## config.mk

```make
export PLATFORM = sky130hd
export DESIGN_NAME = onewire_rom_search
export DESIGN_NICKNAME = d
export VERILOG_FILES = /design/src/hw/rtl/owrs_pkg.sv /design/src/hw/rtl/owrs_in_reg.sv /design/src/hw/rtl/owrs_engine.sv /design/src/hw/rtl/owrs_out_reg.sv /design/src/hw/rtl/onewire_rom_search.sv
export SDC_FILE = /design/constraint.sdc
export NUM_CORES = 1
export LEC_CHECK = 0
export ABC_AREA = 0
export BUFFER_PORTS_ARGS = -buffer_cell sky130_fd_sc_hd__buf_2
export CORE_ASPECT_RATIO = 1.2
export CORE_MARGIN = 8
export CORE_UTILIZATION = 40
export DETAILED_ROUTE_END_ITERATION = 8
export PLACE_DENSITY_LB_ADDON = 0.12
export SYNTH_ARGS = -nofsm -noshare
export SYNTH_HDL_FRONTEND = slang
export SYNTH_SLANG_ARGS = --single-unit
```

## constraint.sdc

```tcl
create_clock -name clk -period 5.3 [get_ports clk]
set_clock_uncertainty 0.1 [all_clocks]
set_input_delay 1.06 -clock clk [delete_from_list [all_inputs] [get_ports clk]]
set_output_delay 1.06 -clock clk [all_outputs]
set_load 0.01 [all_outputs]
```

## src/hw/rtl/owrs_pkg.sv

```systemverilog
`timescale 1ns / 1ps
// ----------------------------------------------------------------------------
// owrs_pkg
// Types and constants shared by the ROM search engine modules.
// ----------------------------------------------------------------------------
package owrs_pkg;

    typedef enum logic [1:0] {
        OP_FIRST = 2'd0,
        OP_NEXT  = 2'd1,
        OP_BIT   = 2'd2,
        OP_NOP   = 2'd3
    } owrs_op_t;

    localparam logic [6:0] FAMILY_LIMIT = 7'd9;
    localparam logic [7:0] CRC_POLY     = 8'h8C;

    typedef struct packed {
        owrs_op_t opcode;
        logic     presence;
        logic     id_bit;
        logic     cmp_bit;
    } owrs_req_t;

    typedef struct packed {
        logic [3:0]  family_discrepancy;
        logic [63:0] rom_code;
        logic        last_device;
        logic        found;
        logic        done_res;
        logic        write_bit;
        logic        write_valid;
    } owrs_res_t;

endpackage

```

## src/hw/rtl/owrs_in_reg.sv

```systemverilog
`timescale 1ns / 1ps
// ----------------------------------------------------------------------------
// owrs_in_reg
// Input register stage that holds one request until the engine takes it.
// ----------------------------------------------------------------------------
module owrs_in_reg
(
    input  logic                clk,
    input  logic                rst_n,
    input  logic                s_valid,
    output logic                s_ready,
    input  logic [1:0]          s_user,
    input  logic [7:0]          s_data,
    input  logic                take,
    output logic                valid,
    output owrs_pkg::owrs_req_t req
);
    import owrs_pkg::*;

    logic      valid_reg;
    owrs_req_t req_reg;

    assign s_ready = !valid_reg || take;
    assign valid   = valid_reg;
    assign req     = req_reg;

    always_ff @(posedge clk or negedge rst_n)
    begin
        if (!rst_n)
        begin
            valid_reg <= 1'b0;
        end
        else if (s_ready)
        begin
            valid_reg <= s_valid;
        end
    end

    always_ff @(posedge clk)
    begin
        if (s_ready && s_valid)
        begin
            req_reg.opcode   <= owrs_op_t'(s_user);
            req_reg.presence <= s_data[0];
            req_reg.id_bit   <= s_data[1];
            req_reg.cmp_bit  <= s_data[2];
        end
    end

endmodule

```

## src/hw/rtl/owrs_engine.sv

```systemverilog
`timescale 1ns / 1ps
// ----------------------------------------------------------------------------
// owrs_engine
// Search state, direction choice and ROM register update per request; CRC8 update per completed byte.
// ----------------------------------------------------------------------------
module owrs_engine
#(
    parameter int ROM_BYTES = 8
)
(
    input  logic                clk,
    input  logic                rst_n,
    input  logic                fire,
    input  owrs_pkg::owrs_req_t req,
    output owrs_pkg::owrs_res_t res
);
    import owrs_pkg::*;

    localparam int         ROM_W    = ROM_BYTES * 8;
    localparam int         IDX_W    = $clog2(ROM_W);
    localparam logic [6:0] LAST_POS = 7'(ROM_W);

    function automatic logic [7:0] crc8_byte(input logic [7:0] crc, input logic [7:0] data);
        logic [7:0] c;
        c = crc ^ data;
        for (int i = 0; i < 8; i++)
        begin
            c = c[0] ? ((c >> 1) ^ CRC_POLY) : (c >> 1);
        end
        return c;
    endfunction

    logic [ROM_W-1:0] rom_reg,       rom_next;
    logic [6:0]       last_disc_reg, last_disc_next;
    logic             last_dev_reg,  last_dev_next;
    logic [3:0]       fam_disc_reg,  fam_disc_next;
    logic [6:0]       pos_reg,       pos_next;
    logic [6:0]       last_zero_reg, last_zero_next;
    logic [7:0]       crc_reg,       crc_next;
    logic             active_reg,    active_next;

    logic [IDX_W-1:0] idx;
    logic [IDX_W-1:0] byte_base;
    logic             dir;
    logic [7:0]       byte_val;

    assign idx       = IDX_W'(pos_reg - 7'd1);
    assign byte_base = idx & ~IDX_W'(7);

    always_comb
    begin
        rom_next       = rom_reg;
        last_disc_next = last_disc_reg;
        last_dev_next  = last_dev_reg;
        fam_disc_next  = fam_disc_reg;
        pos_next       = pos_reg;
        last_zero_next = last_zero_reg;
        crc_next       = crc_reg;
        active_next    = active_reg;
        dir            = 1'b0;
        byte_val       = 8'd0;
        res            = '0;

        case (req.opcode)
            OP_FIRST, OP_NEXT:
            begin
                if (req.opcode == OP_FIRST)
                begin
                    last_disc_next = 7'd0;
                    last_dev_next  = 1'b0;
                    fam_disc_next  = 4'd0;
                end
                pos_next       = 7'd1;
                last_zero_next = 7'd0;
                crc_next       = 8'd0;
                active_next    = 1'b0;
                if ((req.opcode == OP_NEXT && last_dev_reg) || !req.presence)
                begin
                    last_disc_next = 7'd0;
                    last_dev_next  = 1'b0;
                    fam_disc_next  = 4'd0;
                    res.done_res   = 1'b1;
                end
                else
                begin
                    active_next = 1'b1;
                end
            end
            OP_BIT:
            begin
                if (active_reg)
                begin
                    if (req.id_bit && req.cmp_bit)
                    begin
                        last_disc_next = 7'd0;
                        last_dev_next  = 1'b0;
                        fam_disc_next  = 4'd0;
                        active_next    = 1'b0;
                        res.done_res   = 1'b1;
                    end
                    else
                    begin
                        if (req.id_bit != req.cmp_bit)
                        begin
                            dir = req.id_bit;
                        end
                        else
                        begin
                            if (pos_reg < last_disc_reg)
                            begin
                                dir = rom_reg[idx];
                            end
                            else
                            begin
                                dir = (pos_reg == last_disc_reg);
                            end
                            if (!dir)
                            begin
                                last_zero_next = pos_reg;
                                if (pos_reg < FAMILY_LIMIT)
                                begin
                                    fam_disc_next = pos_reg[3:0];
                                end
                            end
                        end
                        rom_next[idx]   = dir;
                        res.write_valid = 1'b1;
                        res.write_bit   = dir;
                        if (pos_reg[2:0] == 3'd0)
                        begin
                            byte_val = rom_next[byte_base +: 8];
                            crc_next = crc8_byte(crc_reg, byte_val);
                        end
                        pos_next = pos_reg + 7'd1;
                        if (pos_reg == LAST_POS)
                        begin
                            active_next  = 1'b0;
                            res.done_res = 1'b1;
                            if (crc_next == 8'd0 && rom_next[7:0] != 8'd0)
                            begin
                                last_disc_next  = last_zero_next;
                                last_dev_next   = last_dev_reg || (last_zero_next == 7'd0);
                                res.found       = 1'b1;
                                res.last_device = last_dev_next;
                            end
                            else
                            begin
                                last_disc_next = 7'd0;
                                last_dev_next  = 1'b0;
                                fam_disc_next  = 4'd0;
                            end
                        end
                    end
                end
            end
            default:
            begin
            end
        endcase

        res.rom_code           = 64'(rom_next);
        res.family_discrepancy = fam_disc_next;
    end

    always_ff @(posedge clk or negedge rst_n)
    begin
        if (!rst_n)
        begin
            rom_reg       <= '0;
            last_disc_reg <= 7'd0;
            last_dev_reg  <= 1'b0;
            fam_disc_reg  <= 4'd0;
            pos_reg       <= 7'd1;
            last_zero_reg <= 7'd0;
            crc_reg       <= 8'd0;
            active_reg    <= 1'b0;
        end
        else if (fire)
        begin
            rom_reg       <= rom_next;
            last_disc_reg <= last_disc_next;
            last_dev_reg  <= last_dev_next;
            fam_disc_reg  <= fam_disc_next;
            pos_reg       <= pos_next;
            last_zero_reg <= last_zero_next;
            crc_reg       <= crc_next;
            active_reg    <= active_next;
        end
    end

endmodule

```

## src/hw/rtl/owrs_out_reg.sv

```systemverilog
`timescale 1ns / 1ps
// ----------------------------------------------------------------------------
// owrs_out_reg
// Result register that holds one result until the sink takes it.
// ----------------------------------------------------------------------------
module owrs_out_reg
(
    input  logic                clk,
    input  logic                rst_n,
    input  logic                load,
    input  owrs_pkg::owrs_res_t res,
    output logic                can_load,
    output logic                m_valid,
    input  logic                m_ready,
    output owrs_pkg::owrs_res_t m_res
);
    import owrs_pkg::*;

    logic      valid_reg;
    owrs_res_t res_reg;

    assign can_load = !valid_reg || m_ready;
    assign m_valid  = valid_reg;
    assign m_res    = res_reg;

    always_ff @(posedge clk or negedge rst_n)
    begin
        if (!rst_n)
        begin
            valid_reg <= 1'b0;
        end
        else if (can_load)
        begin
            valid_reg <= load;
        end
    end

    always_ff @(posedge clk)
    begin
        if (load)
        begin
            res_reg <= res;
        end
    end

endmodule

```

## src/hw/rtl/onewire_rom_search.sv

```systemverilog
`timescale 1ns / 1ps
// ----------------------------------------------------------------------------
// onewire_rom_search
// 1-Wire ROM search engine: one direction bit and search state update per
// bit request; first and next requests reset the pass position.
// ----------------------------------------------------------------------------
//  Channel  Dir  tdata (low bit up)                              tuser   tlast
//  s_axis   in   presence, id_bit, cmp_bit, pad to 8 bits        opcode  -
//  m_axis   out  write_valid, write_bit, done_res, found,        -       last_device
//                rom_code[63:0], family_discrepancy[3:0]
//
// A request is taken every cycle while the result register can load; the
// result is loaded into the result register when the request is taken.
// Reset clears the search state and both stages at once.
// A stalled result holds while the input register still takes one request.
// ----------------------------------------------------------------------------
module onewire_rom_search
#(
    parameter int ROM_BYTES = 8
)
(
    input  logic        clk,
    input  logic        rst_n,
    input  logic        s_axis_tvalid,
    output logic        s_axis_tready,
    input  logic [7:0]  s_axis_tdata,   // presence, id_bit, cmp_bit, zero pad
    input  logic [1:0]  s_axis_tuser,   // opcode
    output logic        m_axis_tvalid,
    input  logic        m_axis_tready,
    output logic [71:0] m_axis_tdata,   // write_valid, write_bit, done_res, found,
                                        // rom_code, family_discrepancy
    output logic        m_axis_tlast    // last_device
);
    import owrs_pkg::*;

    logic      in_valid;
    owrs_req_t req;
    owrs_res_t res;
    owrs_res_t out_res;
    logic      can_load;
    logic      fire;

    assign fire = in_valid && can_load;

    owrs_in_reg u_in
    (
        .clk     (clk),
        .rst_n   (rst_n),
        .s_valid (s_axis_tvalid),
        .s_ready (s_axis_tready),
        .s_user  (s_axis_tuser),
        .s_data  (s_axis_tdata),
        .take    (fire),
        .valid   (in_valid),
        .req     (req)
    );

    owrs_engine #(.ROM_BYTES(ROM_BYTES)) u_engine
    (
        .clk   (clk),
        .rst_n (rst_n),
        .fire  (fire),
        .req   (req),
        .res   (res)
    );

    owrs_out_reg u_out
    (
        .clk      (clk),
        .rst_n    (rst_n),
        .load     (fire),
        .res      (res),
        .can_load (can_load),
        .m_valid  (m_axis_tvalid),
        .m_ready  (m_axis_tready),
        .m_res    (out_res)
    );

    assign m_axis_tdata = {out_res.family_discrepancy, out_res.rom_code, out_res.found,
                           out_res.done_res, out_res.write_bit, out_res.write_valid};
    assign m_axis_tlast = out_res.last_device;

endmodule

```

Yosys cells after proc, flatten, opt, wreduce, memory -nomap -nowiden
Index checks and enable logic that the tools add are counted.

word-level totals
  register bits after elaboration = 179
  output and inout port bits = 75
  logic and storage cells = 156

cells by class
  add/sub/neg operators = 2
  $lt $le $gt $ge = 4
  eq/ne operators = 9
  shift-type cells = 1
  multiplexer cells = 79
  bitwise logic cells = 13
  reduce and logical (&&, ||, !) cells = 27

operators by type and width
  operator               count
  $mux W64               3
  $mux W8                14
  $mux W7                15
  $bwmux W64             1
  $shiftx A64 B7 Y8      1
  $pmux W7 S2            3
  $mux W4                9
  $not A2 Y3             8
  $mux W1                23
  $pmux W8 S2            1
  $logic_not A8 Y1       1
  $pmux W4 S2            1
  $reduce_bool A8 Y1     1
  $xor A8 B8 Y8          1
  $add A7 B1 Y7 const B  1
  $eq A7 B7 Y1           1
  $eq A7 B7 Y1 const B   1
  $logic_not A7 Y1       1
  $lt A6 B7 Y1 const B   1
  $lt A7 B4 Y1 const B   1
  $lt A7 B7 Y1           1
  $bmux W1 S6            1
  $demux W1 S6           1
  $ge A6 B1 Y1 const B   1
  other kinds (24)       43

Depth between registers and ports, before layout
Gate-level depths: netlist of run 1.

  depth in word-level cells = 42
  depth in mapped cells = 23
  depth with buffers taken out = 18

Cells and area by module
From an unflattened synthesis of run 1, not the netlist that was laid out.

second synthesis, totals
  cells, all modules = 1049
  area, all modules = 10297.4 um^2

modules (own cells, without submodules)
  module              instances  cells an instance  area an instance (um^2)
  owrs_engine         1          963                7847.5
  owrs_out_reg        1          76                 2239.6
  owrs_in_reg         1          9                  203.9
  onewire_rom_search  1          1                  6.3

Least setup slack after synthesis of run 1
OpenSTA, ideal clock, no wires.

  path kind = reg2reg
  start point = register u_engine.pos_reg[0]
  end point = register u_out.res_reg, in the netlist u_out.m_res[70] (data pin)
  library setup time = 0.257 ns
  arrival time = 5.122 ns
  data required time = 4.943 ns
  path slack = -0.179 ns
  stages on the path, launching flop included = 20
  clock period less this slack = 5.479 ns
  cells stage by stage = dfstp_2 buf_2 clkinv_1 ha_1 xor2_1 mux4_2 or4b_1 o41ai_2 nor3_4 nor4_4 nor4_1 o31a_1 a211oi_4 xnor2_1 xnor3_1 a21oi_1 a311o_1 o21ai_2 a31o_1 a32o_1

RTL lines
  what                    line                source
  from (decl)             owrs_engine.sv:37   logic [6:0] pos_reg, pos_next;
  from (signal assigned)  owrs_engine.sv:184  pos_reg <= pos_next;
  to (signal assigned)    owrs_out_reg.sv:42  res_reg <= res;
  to (decl)               owrs_out_reg.sv:20  owrs_res_t res_reg;

==> summary.txt, run 1 <==
Initial antenna violation count: 0
Final Critical Period: 5.186 ns
First-pass GRT wire length: 53,920 um
Wl on met1: 14,500 um
Relative slew slack: 37.53%
Buffer type at the clock tree root: clkbuf_16
Top cells by count, synth: o21ai_0, o31ai_1, dfrtp_1
Crit share post-route: 97.86%
Worst setup path class: reg2reg
Pre-Repair DR Iteration Count: 5
Yosys top cell by area: dfrtp_1
Synth cell types: 89
Initial DRC count: 660
Clock sinks: 179
Critical Path AT: 5.36 ns
Drc violations: 0
Post-synth EDFFs: 78
Die Width: 162.1 um
Grt ovf: 0
Syn_nets: 1,055
Final ANT Viol Nets: 0
CTS H-Tree Depth: 4
Via count: 8,955
Post-synthesis instance area: 10,240 um2
Most frequent cell after synthesis: o21ai_0
Fraction of power spent switching nets: 37.04%
Layout Utilization: 49.22%
Status: finished clean
Pwr per Cell Area: 373.3 nW/um2
Nets: 1,186
TritonCTS clock tree: built
Slew Limit Fails: 0
Hold WS: 0.3875 ns
Ys async rst share: 56.42%
Clock Latency Late Sink: 0.45 ns
Vias in the first global route: 8,994
Worst Tran Pin Value: 0.9348 ns
Initial core utilization: 40.46%
Via/cell ratio: 5.954
Avg Cell Area, Syn: 9.940 um2
Register area share after synthesis: 47.57%
Leak Pwr: 0.004899 uW
Top FF cell, synth: dfrtp_1
Final setup fails: 0
Routed len/inst: 23.35 um
Met3 WL: 1805 um
Post-placement cell area: 11,590 um2
FF+latch count, synth: 179
Area growth, synth to finish: 21.64%
Area contributors post-synth: dfrtp_1, edfxtp_1, o31ai_1
Detailed placement HPWL: 24,950 um
Type of origin of the critical path: register
Synthesized netlist cell count: 1,030
RSZ-0062 raised after global routing: true
CTS Buf Count: 17
Placeable Area: 25,300 um2
Top layer in use: met4
Clock power share: 25.8%
Clock transition at the registers of the reported paths: 0.07 ns
Final Hold Vio Count: 0
DIE AREA: 30,990 um2
DR WL met2: 17,090 um
Worst vdd ir: 0.2210 mV
Final Cell Area: 12,450 um2
Clock buffer depth: 2
P_sw: 1722 uW
Yosys warns: 0
Final GP Congestion: 0.9569
Total global-route track usage: 22.98%
CP Capture Type: register
I/O Buffers: 83
Max reg flops: 73
Final WL: 35,120 um
Layout cells sized above 1: 26.41%
Top Ports: 89
Cell internal pwr: 2928 uW
Worst-path maximum fanout: 4
Maxcap violations: 0
Share of the synthesized area in the top cell type: 24.44%
Seq pwr share: 33.7%
Worst min path class: reg2reg
Antenna Cells: 0
Largest net degree at the start of global routing: 65
Die H: 191.3 um
TNS Setup: 0 ns
Logic pwr share: 40.4%
Num rows: 64
Required @ worst endpoint: 5.47 ns
Fmax: 0.1928 GHz
## worst max-delay path, cell delays in order (launching register included)
cell and delay [ns]:
dfstp_2 0.56, inv_4 0.06, ha_4 0.18, xor2_4 0.20, mux4_2 0.54, or4b_4 0.51, o41ai_4 0.09, nor3_4 0.08
buf_6 0.15, nor4_4 0.14, buf_4 0.18, nor4_2 0.06, o31a_1 0.34, a211oi_4 0.30, xnor2_2 0.16, xor3_1 0.49
nor3_2 0.20, o22ai_2 0.13, buf_6 0.15, nor2_4 0.13, nor2_4 0.06, o31ai_2 0.21
## power groups by stage
| stage | sequential (uW) | combinational [uW] | clock, uW |
|---|---|---|---|
| floorplan | 1600 | 1020 | 0 |
| global placement | 1590 | 1710 | 0 |
| detailed placement | 1590 | 1710 | 0 |
| CTS | 1570 | 1810 | 1230 |
| global route | 1580 | 2020 | 1280 |
| finish | 1570 | 1880 | 1200 |
## final timing paths
check | from | end | slack, ns | depth (start not counted)
max reg2reg | u_engine.pos_reg[0] | u_out.m_res[69] | 0.11 | 21
min | u_in.valid | u_out.m_valid | 0.39 | 1
max | u_engine.pos_reg[0] | u_out.m_res[69] | 0.11 | 21
min reg2reg | u_in.valid | u_out.m_valid | 0.39 | 1
max in group asynchronous | rst_n | u_engine.rom_reg[2] | 3.37 | 2
min in group asynchronous | rst_n | u_engine.rom_reg[0] | 0.62 | 1
## cell usage in the layout, fill, tap and decap left out, types with 22 or more instances in the layout
| cell | count |
|---|---|
| buf_2 | 82 |
| o31ai_1 | 126 |
| buf_4 | 108 |
| edfxtp_1 | 78 |
| a21oi_1 | 23 |
| nand2_1 | 90 |
| nand3_1 | 22 |
| dfrtp_1 | 99 |
| nor2_1 | 57 |
| o21ai_0 | 155 |
## kinds of logic (layout without fill, tap and decap cells)
logic type      count (synthesis)  count (layout)  synth area share, %
compound gates                404             404                26.04
xor+xnor                       28              28                2.860
fa+ha+maj                      11              11                1.344
buf+inv                       105             249                4.265
flops                         179             179                47.57
mux                            34              34                4.839
simple gates                  269             269                13.08
## final cells by class
cell class,count,area (um2)
clock buffer,19,442.9
clock inverter,13,103.9
fill,2419,12850
inverter,17,67.56
multi-input combinational,746,5204
sequential,179,4872
tap,330,412.9
timing repair buffer,200,1351
## per-layer routing
metal  vias to the layer above  GRT usage [%]
met5                         -              0
met4                         0          11.91
met3                        88          4.050
met2                       277          38.69
met1                      4374          27.79
li1                       4216              -
## through the flow
step                      setup slack (ns)  cells  total power, uW
after floorplan                   0.009736   1030             2619
after global placement             -0.2064   1467             3300
after detailed placement           -0.2047   1467             3307
after CTS                          0.01263   1502             4608
after global routing              -0.05335   1504             4872
final                               0.1136   1504             4650
## timing repair
item / CTS / global route
gates resized for setup: 25 / 28
pin swaps: 9 / 17
setup buffers: 3 / 3
endpoints found under the hold margin: 0 / 0
hold buffers: 0 / 0
setup endpoints to repair: 18 / 18
(Power assumes the default switching activity.)
==> run 2: changes to the inputs <==
- CORE_UTILIZATION: 40 -> 24
==> summary.txt, run 2 (synthesis results as in run 1) <==
Status: finished with violations
Failing checks: setup timing
RSZ-0062 raised after global routing: true
Final Hold Vio Count: 0 (unchanged)
Fraction of power spent switching nets: 37.27% (+0.23 points)
Largest stage delay, worst path: 0.56 ns (about the same)
Largest net degree at the start of global routing: 65 (unchanged)
Worst Tran Pin Value: 0.9318 ns (-0.002951 ns)
CP dominant cell by count: buf_4
Required @ worst endpoint: 5.59 ns (+0.12 ns)
Layout cells sized above 1: 26.81% (+0.40 points)
TritonCTS clock tree: built
Initial DRC count: 579 (-12%)
Worst vdd ir: 0.3328 mV (+51%)
Critical Path AT: 5.67 ns (+0.31 ns)
Clock Latency Late Sink: 0.47 ns (+0.02 ns)
Buffer and inverter count on the worst path: 9 (+5)
First-pass GRT wire length: 56,950 um (+5.6%)
Clock sinks: 179 (unchanged)
Most frequent cells in the layout: o21ai_0, o31ai_1, buf_4
Worst-path maximum fanout: 10 (+6)
Clock buffer depth: 2 (unchanged)
Multi-input logic area: 5281 um2 (+1.5%)
Type of origin of the critical path: register
Hold WS: 0.3935 ns (+0.006023 ns)
Antenna Cells: 0 (unchanged)
Grt ovf: 0 (unchanged)
Critical path origin: u_engine.pos_reg[0]
HP Start: u_in.valid
Stages on worst setup path: 26 (+24%)
CP delay by family, top: compound AO/OA/AOI/OAI gates
Seq pwr share: 32.8% (-0.9 points)
Maxcap violations: 0 (unchanged)
R2r worst-path depth: 26 (+24%)
Initial antenna violation count: 0 (unchanged)
Leak Pwr: 0.004935 uW (+0.75%)
Relative slew slack: 37.88% (+0.35 points)
I/O Buffers: 83 (unchanged)
Final setup margin: -0.07594 ns (-0.1895 ns)
P_sw: 1782 uW (+3.5%)
Final ANT Viol Nets: 0 (unchanged)
Buffer type at the clock tree root: clkbuf_16
Crit share post-route: 101.4% (+3.6 points)
Top Ports: 89 (unchanged)
Num rows: 83 (+30%)
Drc violations: 0 (unchanged)
CTS H-Tree Depth: 4 (unchanged)
Max reg flops: 73 (unchanged)
CTS Buf Count: 17 (unchanged)
Via/cell ratio: 5.122 (-14%)
Final setup fails: 12 (+12)
Via count: 8,845 (-1.2%)
Hold buffers post-CTS: 0 (unchanged)
Logic pwr share: 40.5% (about the same)
Placeable Area: 42,470 um2 (+68%)
Die H: 242.3 um (+27%)
DIE AREA: 49,550 um2 (+60%)
Detailed placement HPWL: 26,780 um (+7.3%)
Pwr per Cell Area: 371.8 nW/um2 (-0.42%)
Area growth, synth to finish: 25.60%
Cell internal pwr: 2999 uW (+2.4%)
Clock power share: 26.7% (+0.9 points)
Final Critical Period: 5.376 ns (+0.1895 ns)
Worst setup path class: reg2reg
Reg-to-reg slack, setup: -0.08 ns (-0.19 ns)
Final GP Congestion: 0.8703 (-9.1%)
Vias in the first global route: 8,554 (-4.9%)
Final Cell Area: 12,860 um2 (+3.3%)
Pre-Repair DR Iteration Count: 5 (unchanged)
Initial core utilization: 24.11% (-16 points)
Most common cell after layout, fill and taps aside: o21ai_0
Die Width: 204.6 um (+26%)
Total global-route track usage: 15.24% (-7.7 points)
RR Startpoint: u_engine.pos_reg[0]
CP max-delay cell: dfstp_2
Dpl ws: -0.3734 ns (-0.1688 ns)
Post-placement cell area: 11,810 um2 (+1.9%)
Nets: 1,187 (+0.084%)
Slew Limit Fails: 0 (unchanged)
Routed len/inst: 21.90 um (-6.2%)
Clock transition at the registers of the reported paths: 0.07 ns (about the same)
CP Capture Type: register
Final WL: 37,830 um (+7.7%)
Fmax: 0.1860 GHz (-3.5%)
Fillers: 4,373 (+81%)
Total area of sequential cells: 4872 um2 (unchanged)
Worst min path class: reg2reg
Crit Reg-Reg Endpoint: u_engine.last_disc_reg[0]
Crit path to: u_engine.last_disc_reg[0]
==> run 2: changes by cell type in the layout (fill, tap and decap cells not counted), sizes merged <==
cell,change
buf,+1
bufinv,+1
clkbuf,-1
clkinv,-1
clkinvlp,-2
inv,+3
==> run 2: final cells by class <==
type / instances / area share [%]
inverters: 17 / 0.5449
flip-flops and latches: 179 / 37.89
repair buffers: 201 / 10.68
multi-input cells: 746 / 41.07
clock buffers: 18 / 3.337
clock inverters: 14 / 1.109
well taps: 552 / 5.371
==> run 2: worst min path at each step <==
stage / endpoint / slack [ns] / depth (start not counted)
after CTS: u_out.m_valid / 0.40 / 1
after detailed placement: u_out.m_valid / 0.38 / 1
final: u_out.m_valid / 0.39 / 1
after global placement: u_out.m_valid / 0.37 / 1
after floorplan: u_out.m_valid / 0.36 / 1
after global routing: u_out.m_valid / 0.42 / 1
==> run 2: power groups by stage <==
| stage | sequential, uW | combinational (uW) | clock (uW) |
|---|---|---|---|
| floorplan | 1600 | 1020 | 0 |
| global route | 1580 | 2090 | 1360 |
| CTS | 1570 | 1780 | 1330 |
| global placement | 1590 | 1720 | 0 |
| detailed placement | 1600 | 1710 | 0 |
| finish | 1570 | 1940 | 1280 |
==> run 2: per-stage QoR <==
stage	setup TNS, ns	power (uW)	std cells	util (%)
after floorplan	0	2619	1030	-
after global placement	-4.945	3314	1679	27.81
after detailed placement	-5.050	3306	1679	27.81
after CTS	-0.01074	4678	1713	29.44
after global routing	-2.884	5031	1727	30.28
final	-0.5208	4781	1727	30.28
==> run 2: what timing repair did <==
item / CTS / global route
resized for setup: 18 / 43
setup buffers: 2 / 14
endpoints found under the hold margin: 0 / 0
pin swaps: 13 / 22
setup endpoints to repair: 18 / 18
==> run 2: worst reg2reg max path, delay by kind of cell (launching register included) <==
kind / cells / cell delay, ns
compound gates: 6 / 1.43
fa+ha+maj: 1 / 0.19
mux: 1 / 0.07
flops: 1 / 0.56
xor+xnor: 3 / 0.60
buf+inv: 9 / 1.31
simple gates: 6 / 1.05
==> run 2: metal layers <==
| metal | GRT usage [%] | vias to the layer above | share of wire, % |
|---|---|---|---|
| li1 | - | 4212 | - |
| met1 | 19.55 | 4355 | 44 |
| met2 | 24.92 | 227 | 49 |
| met3 | 2.769 | 51 | 4.2 |
| met4 | 6.000 | 0 | 3.1 |
| met5 | 0 | - | 0 |
==> run 3: changes to the inputs <==
--- a/config.mk
+++ b/config.mk
@@ -12,4 +12,5 @@
 export CORE_UTILIZATION = 24
 export DETAILED_ROUTE_END_ITERATION = 8
+export GPL_ROUTABILITY_DRIVEN = 0
 export PLACE_DENSITY_LB_ADDON = 0.12
 export SYNTH_ARGS = -nofsm -noshare
==> constraint.sdc (replaced) <==
create_clock -name clk -period 5.3 [get_ports clk]
set_clock_uncertainty 0.1 [all_clocks]
set_input_delay 0.265 -clock clk [delete_from_list [all_inputs] [get_ports clk]]
set_output_delay 0.265 -clock clk [all_outputs]
set_load 0.01 [all_outputs]
==> summary.txt, run 3 (synthesis results as in run 1) <==
Area growth, synth to finish: 24.61%
Most common cell after layout, fill and taps aside: o21ai_0
CP Capture Type: register
Pre-Repair DR Iteration Count: 5 (unchanged)
Final Hold Vio Count: 0 (unchanged)
Clock transition at the registers of the reported paths: 0.07 ns (about the same)
Via/cell ratio: 5.126 (about the same)
Maxcap violations: 0 (unchanged)
DIE AREA: 49,550 um2 (unchanged)
CP max-delay cell: dfstp_2
Pwr per Cell Area: 369.7 nW/um2 (-0.55%)
Critical Path AT: 5.33 ns (-0.34 ns)
Num rows: 83 (unchanged)
Placed Instances: 1,671 (-0.48%)
Crit share post-route: 98.25% (-3.2 points)
CTS H-Tree Depth: 4 (unchanged)
Clock sinks: 179 (unchanged)
Post-placement cell area: 11,780 um2 (-0.30%)
Initial core utilization: 24.11% (unchanged)
Worst-path maximum fanout: 4 (-6)
Final WL: 37,670 um (-0.42%)
Clock power share: 27.5% (+0.8 points)
Vias in the first global route: 8,575 (+0.25%)
Leak Pwr: 0.004897 uW (-0.79%)
CP delay by family, top: compound AO/OA/AOI/OAI gates
Cell internal pwr: 2971 uW (-0.95%)
Via count: 8,837 (-0.090%)
Largest stage delay, worst path: 0.58 ns (+0.02 ns)
Required @ worst endpoint: 5.42 ns (-0.17 ns)
Routed len/inst: 21.85 um (-0.24%)
Initial antenna violation count: 0 (unchanged)
Final Critical Period: 5.207 ns (-0.1686 ns)
Buffer type at the clock tree root: clkbuf_16
Largest net degree at the start of global routing: 71 (+9.2%)
Final setup fails: 0 (-12)
P_sw: 1747 uW (-2.0%)
Non-filler instance count after layout: 1,724 (-0.17%)
Layout cells sized above 1: 24.66% (-2.1 points)
I/O Buffers: 83 (unchanged)
Slew Limit Fails: 0 (unchanged)
Die Width: 204.6 um (unchanged)
TritonCTS clock tree: built
Grt ovf: 0 (unchanged)
Clock Latency Late Sink: 0.47 ns (about the same)
CTS Buf Count: 17 (unchanged)
Detailed placement HPWL: 27,050 um (+1.0%)
Fmax: 0.1920 GHz (+3.2%)
Fraction of power spent switching nets: 37.03% (-0.24 points)
Placeable Area: 42,470 um2 (unchanged)
First-pass GRT wire length: 56,530 um (-0.73%)
Drc violations: 0 (unchanged)
Nets: 1,184 (-0.25%)
Type of origin of the critical path: register
Worst min path class: in2async
Final Cell Area: 12,760 um2 (-0.79%)
Final ANT Viol Nets: 0 (unchanged)
Status: finished clean
Max reg flops: 73 (unchanged)
Relative slew slack: 40.34% (+2.5 points)
Clock buffer depth: 2 (unchanged)
Reg-to-reg slack, setup: 0.09 ns (+0.17 ns)
RSZ-0062 raised after global routing: true
Worst Tran Pin Value: 0.8928 ns (-0.03903 ns)
Top Ports: 89 (unchanged)
Seq pwr share: 33.3% (+0.5 points)
TNS Setup: 0 ns (+0.5208 ns)
Worst setup path class: reg2reg
Buffer and inverter count on the worst path: 3 (-6)
Most frequent cells in the layout: o21ai_0, o31ai_1, dfrtp_1
Crit Reg-Reg Endpoint: u_out.m_res[70]
Worst-path cell chain: inv_4 > ha_4 > xor2_4 > mux4_2 > or4b_4 > o41ai_4 > nor3_4 > buf_6 > nor4_4 > buf_4 > nor4_4 > o31a_1 > a211oi_4 > xnor2_2 > xnor3_1 > a21oi_2 > a311o_1 > o21ai_2 > a31o_1 > a32o_1
CP dominant cell by count: nor4_4
Initial DRC count: 601 (+3.8%)
R2r worst-path depth: 20 (-23%)
Die H: 242.3 um (unchanged)
RR Startpoint: u_engine.pos_reg[0]
Worst vdd ir: 0.2639 mV (-21%)
Logic pwr share: 39.2% (-1.3 points)
Antenna Cells: 0 (unchanged)
Total global-route track usage: 15.10% (-0.14 points)
[run 3: how the worst max path moves through the flow]
stage | start | to | slack, ns | cells past startpoint
4_1_cts | u_engine.pos_reg[0] | u_engine.last_disc_reg[5] | -0.02 | 21
5_1_grt | u_engine.pos_reg[0] | u_out.m_res[70] | -0.14 | 24
2_1_floorplan | u_engine.pos_reg[0] | u_out.m_res[70] | 0.01 | 20
6_report | u_engine.pos_reg[0] | u_out.m_res[70] | 0.09 | 20
3_3_place_gp | u_engine.pos_reg[0] | u_out.m_res[4] | -0.13 | 20
3_5_place_dp | u_engine.pos_reg[0] | u_out.m_res[4] | -0.10 | 21
[run 3: layer usage]
metal / global-route usage (%) / up-vias / wire length (um)
met3: 2.648 / 49 / 1524
met5: 0 / - / 0
met1: 19.36 / 4351 / 16790
li1: - / 4205 / -
met2: 24.79 / 232 / 18180
met4: 5.978 / 0 / 1177
[run 3: layout make-up]
type | instances | area [um2]
Clock inverter | 13 | 135.1
Sequential cell | 179 | 4871
Inverter | 17 | 67.56
Multi-Input combinational cell | 746 | 5160
Tap cell | 552 | 690.7
Timing Repair Buffer | 198 | 1381
Fill cell | 4423 | 29720
Clock buffer | 19 | 452.9
[run 3: metrics by stage]
| step | setup WS, ns | hold slack [ns] | power [uW] | util (%) |
|---|---|---|---|---|
| detailed placement | -0.1048 | 0.3362 | 3280 | 27.72 |
| global route | -0.1396 | 0.3873 | 4959 | 30.04 |
| finish | 0.09263 | 0.3525 | 4717 | 30.04 |
| floorplan | 0.009736 | -0.1306 | 2619 | - |
| CTS | -0.02440 | 0.3683 | 4639 | 29.45 |
| global placement | -0.1319 | 0.3357 | 3284 | 27.72 |
[run 3: power groups by stage]
stage                     clock network [uW]  registers [uW]  logic (uW)
after global routing                    1390            1580        1990
after floorplan                            0            1600        1020
after detailed placement                   0            1600        1680
after global placement                     0            1600        1690
after CTS                               1350            1570        1710
final                                   1300            1570        1850
[run 3: worst min-delay path, delay by kind of cell]
family	cells	cell delay (ns)
buf+inv	3	1.12
[run 3: what timing repair did]
action,CTS,global route
endpoints found under the hold margin,107,0
buffers inserted,1,11
pin swaps,7,21
endpoints found under the setup margin,13,18
resized for setup,8,25
cloned,0,0
hold buffers,9,0
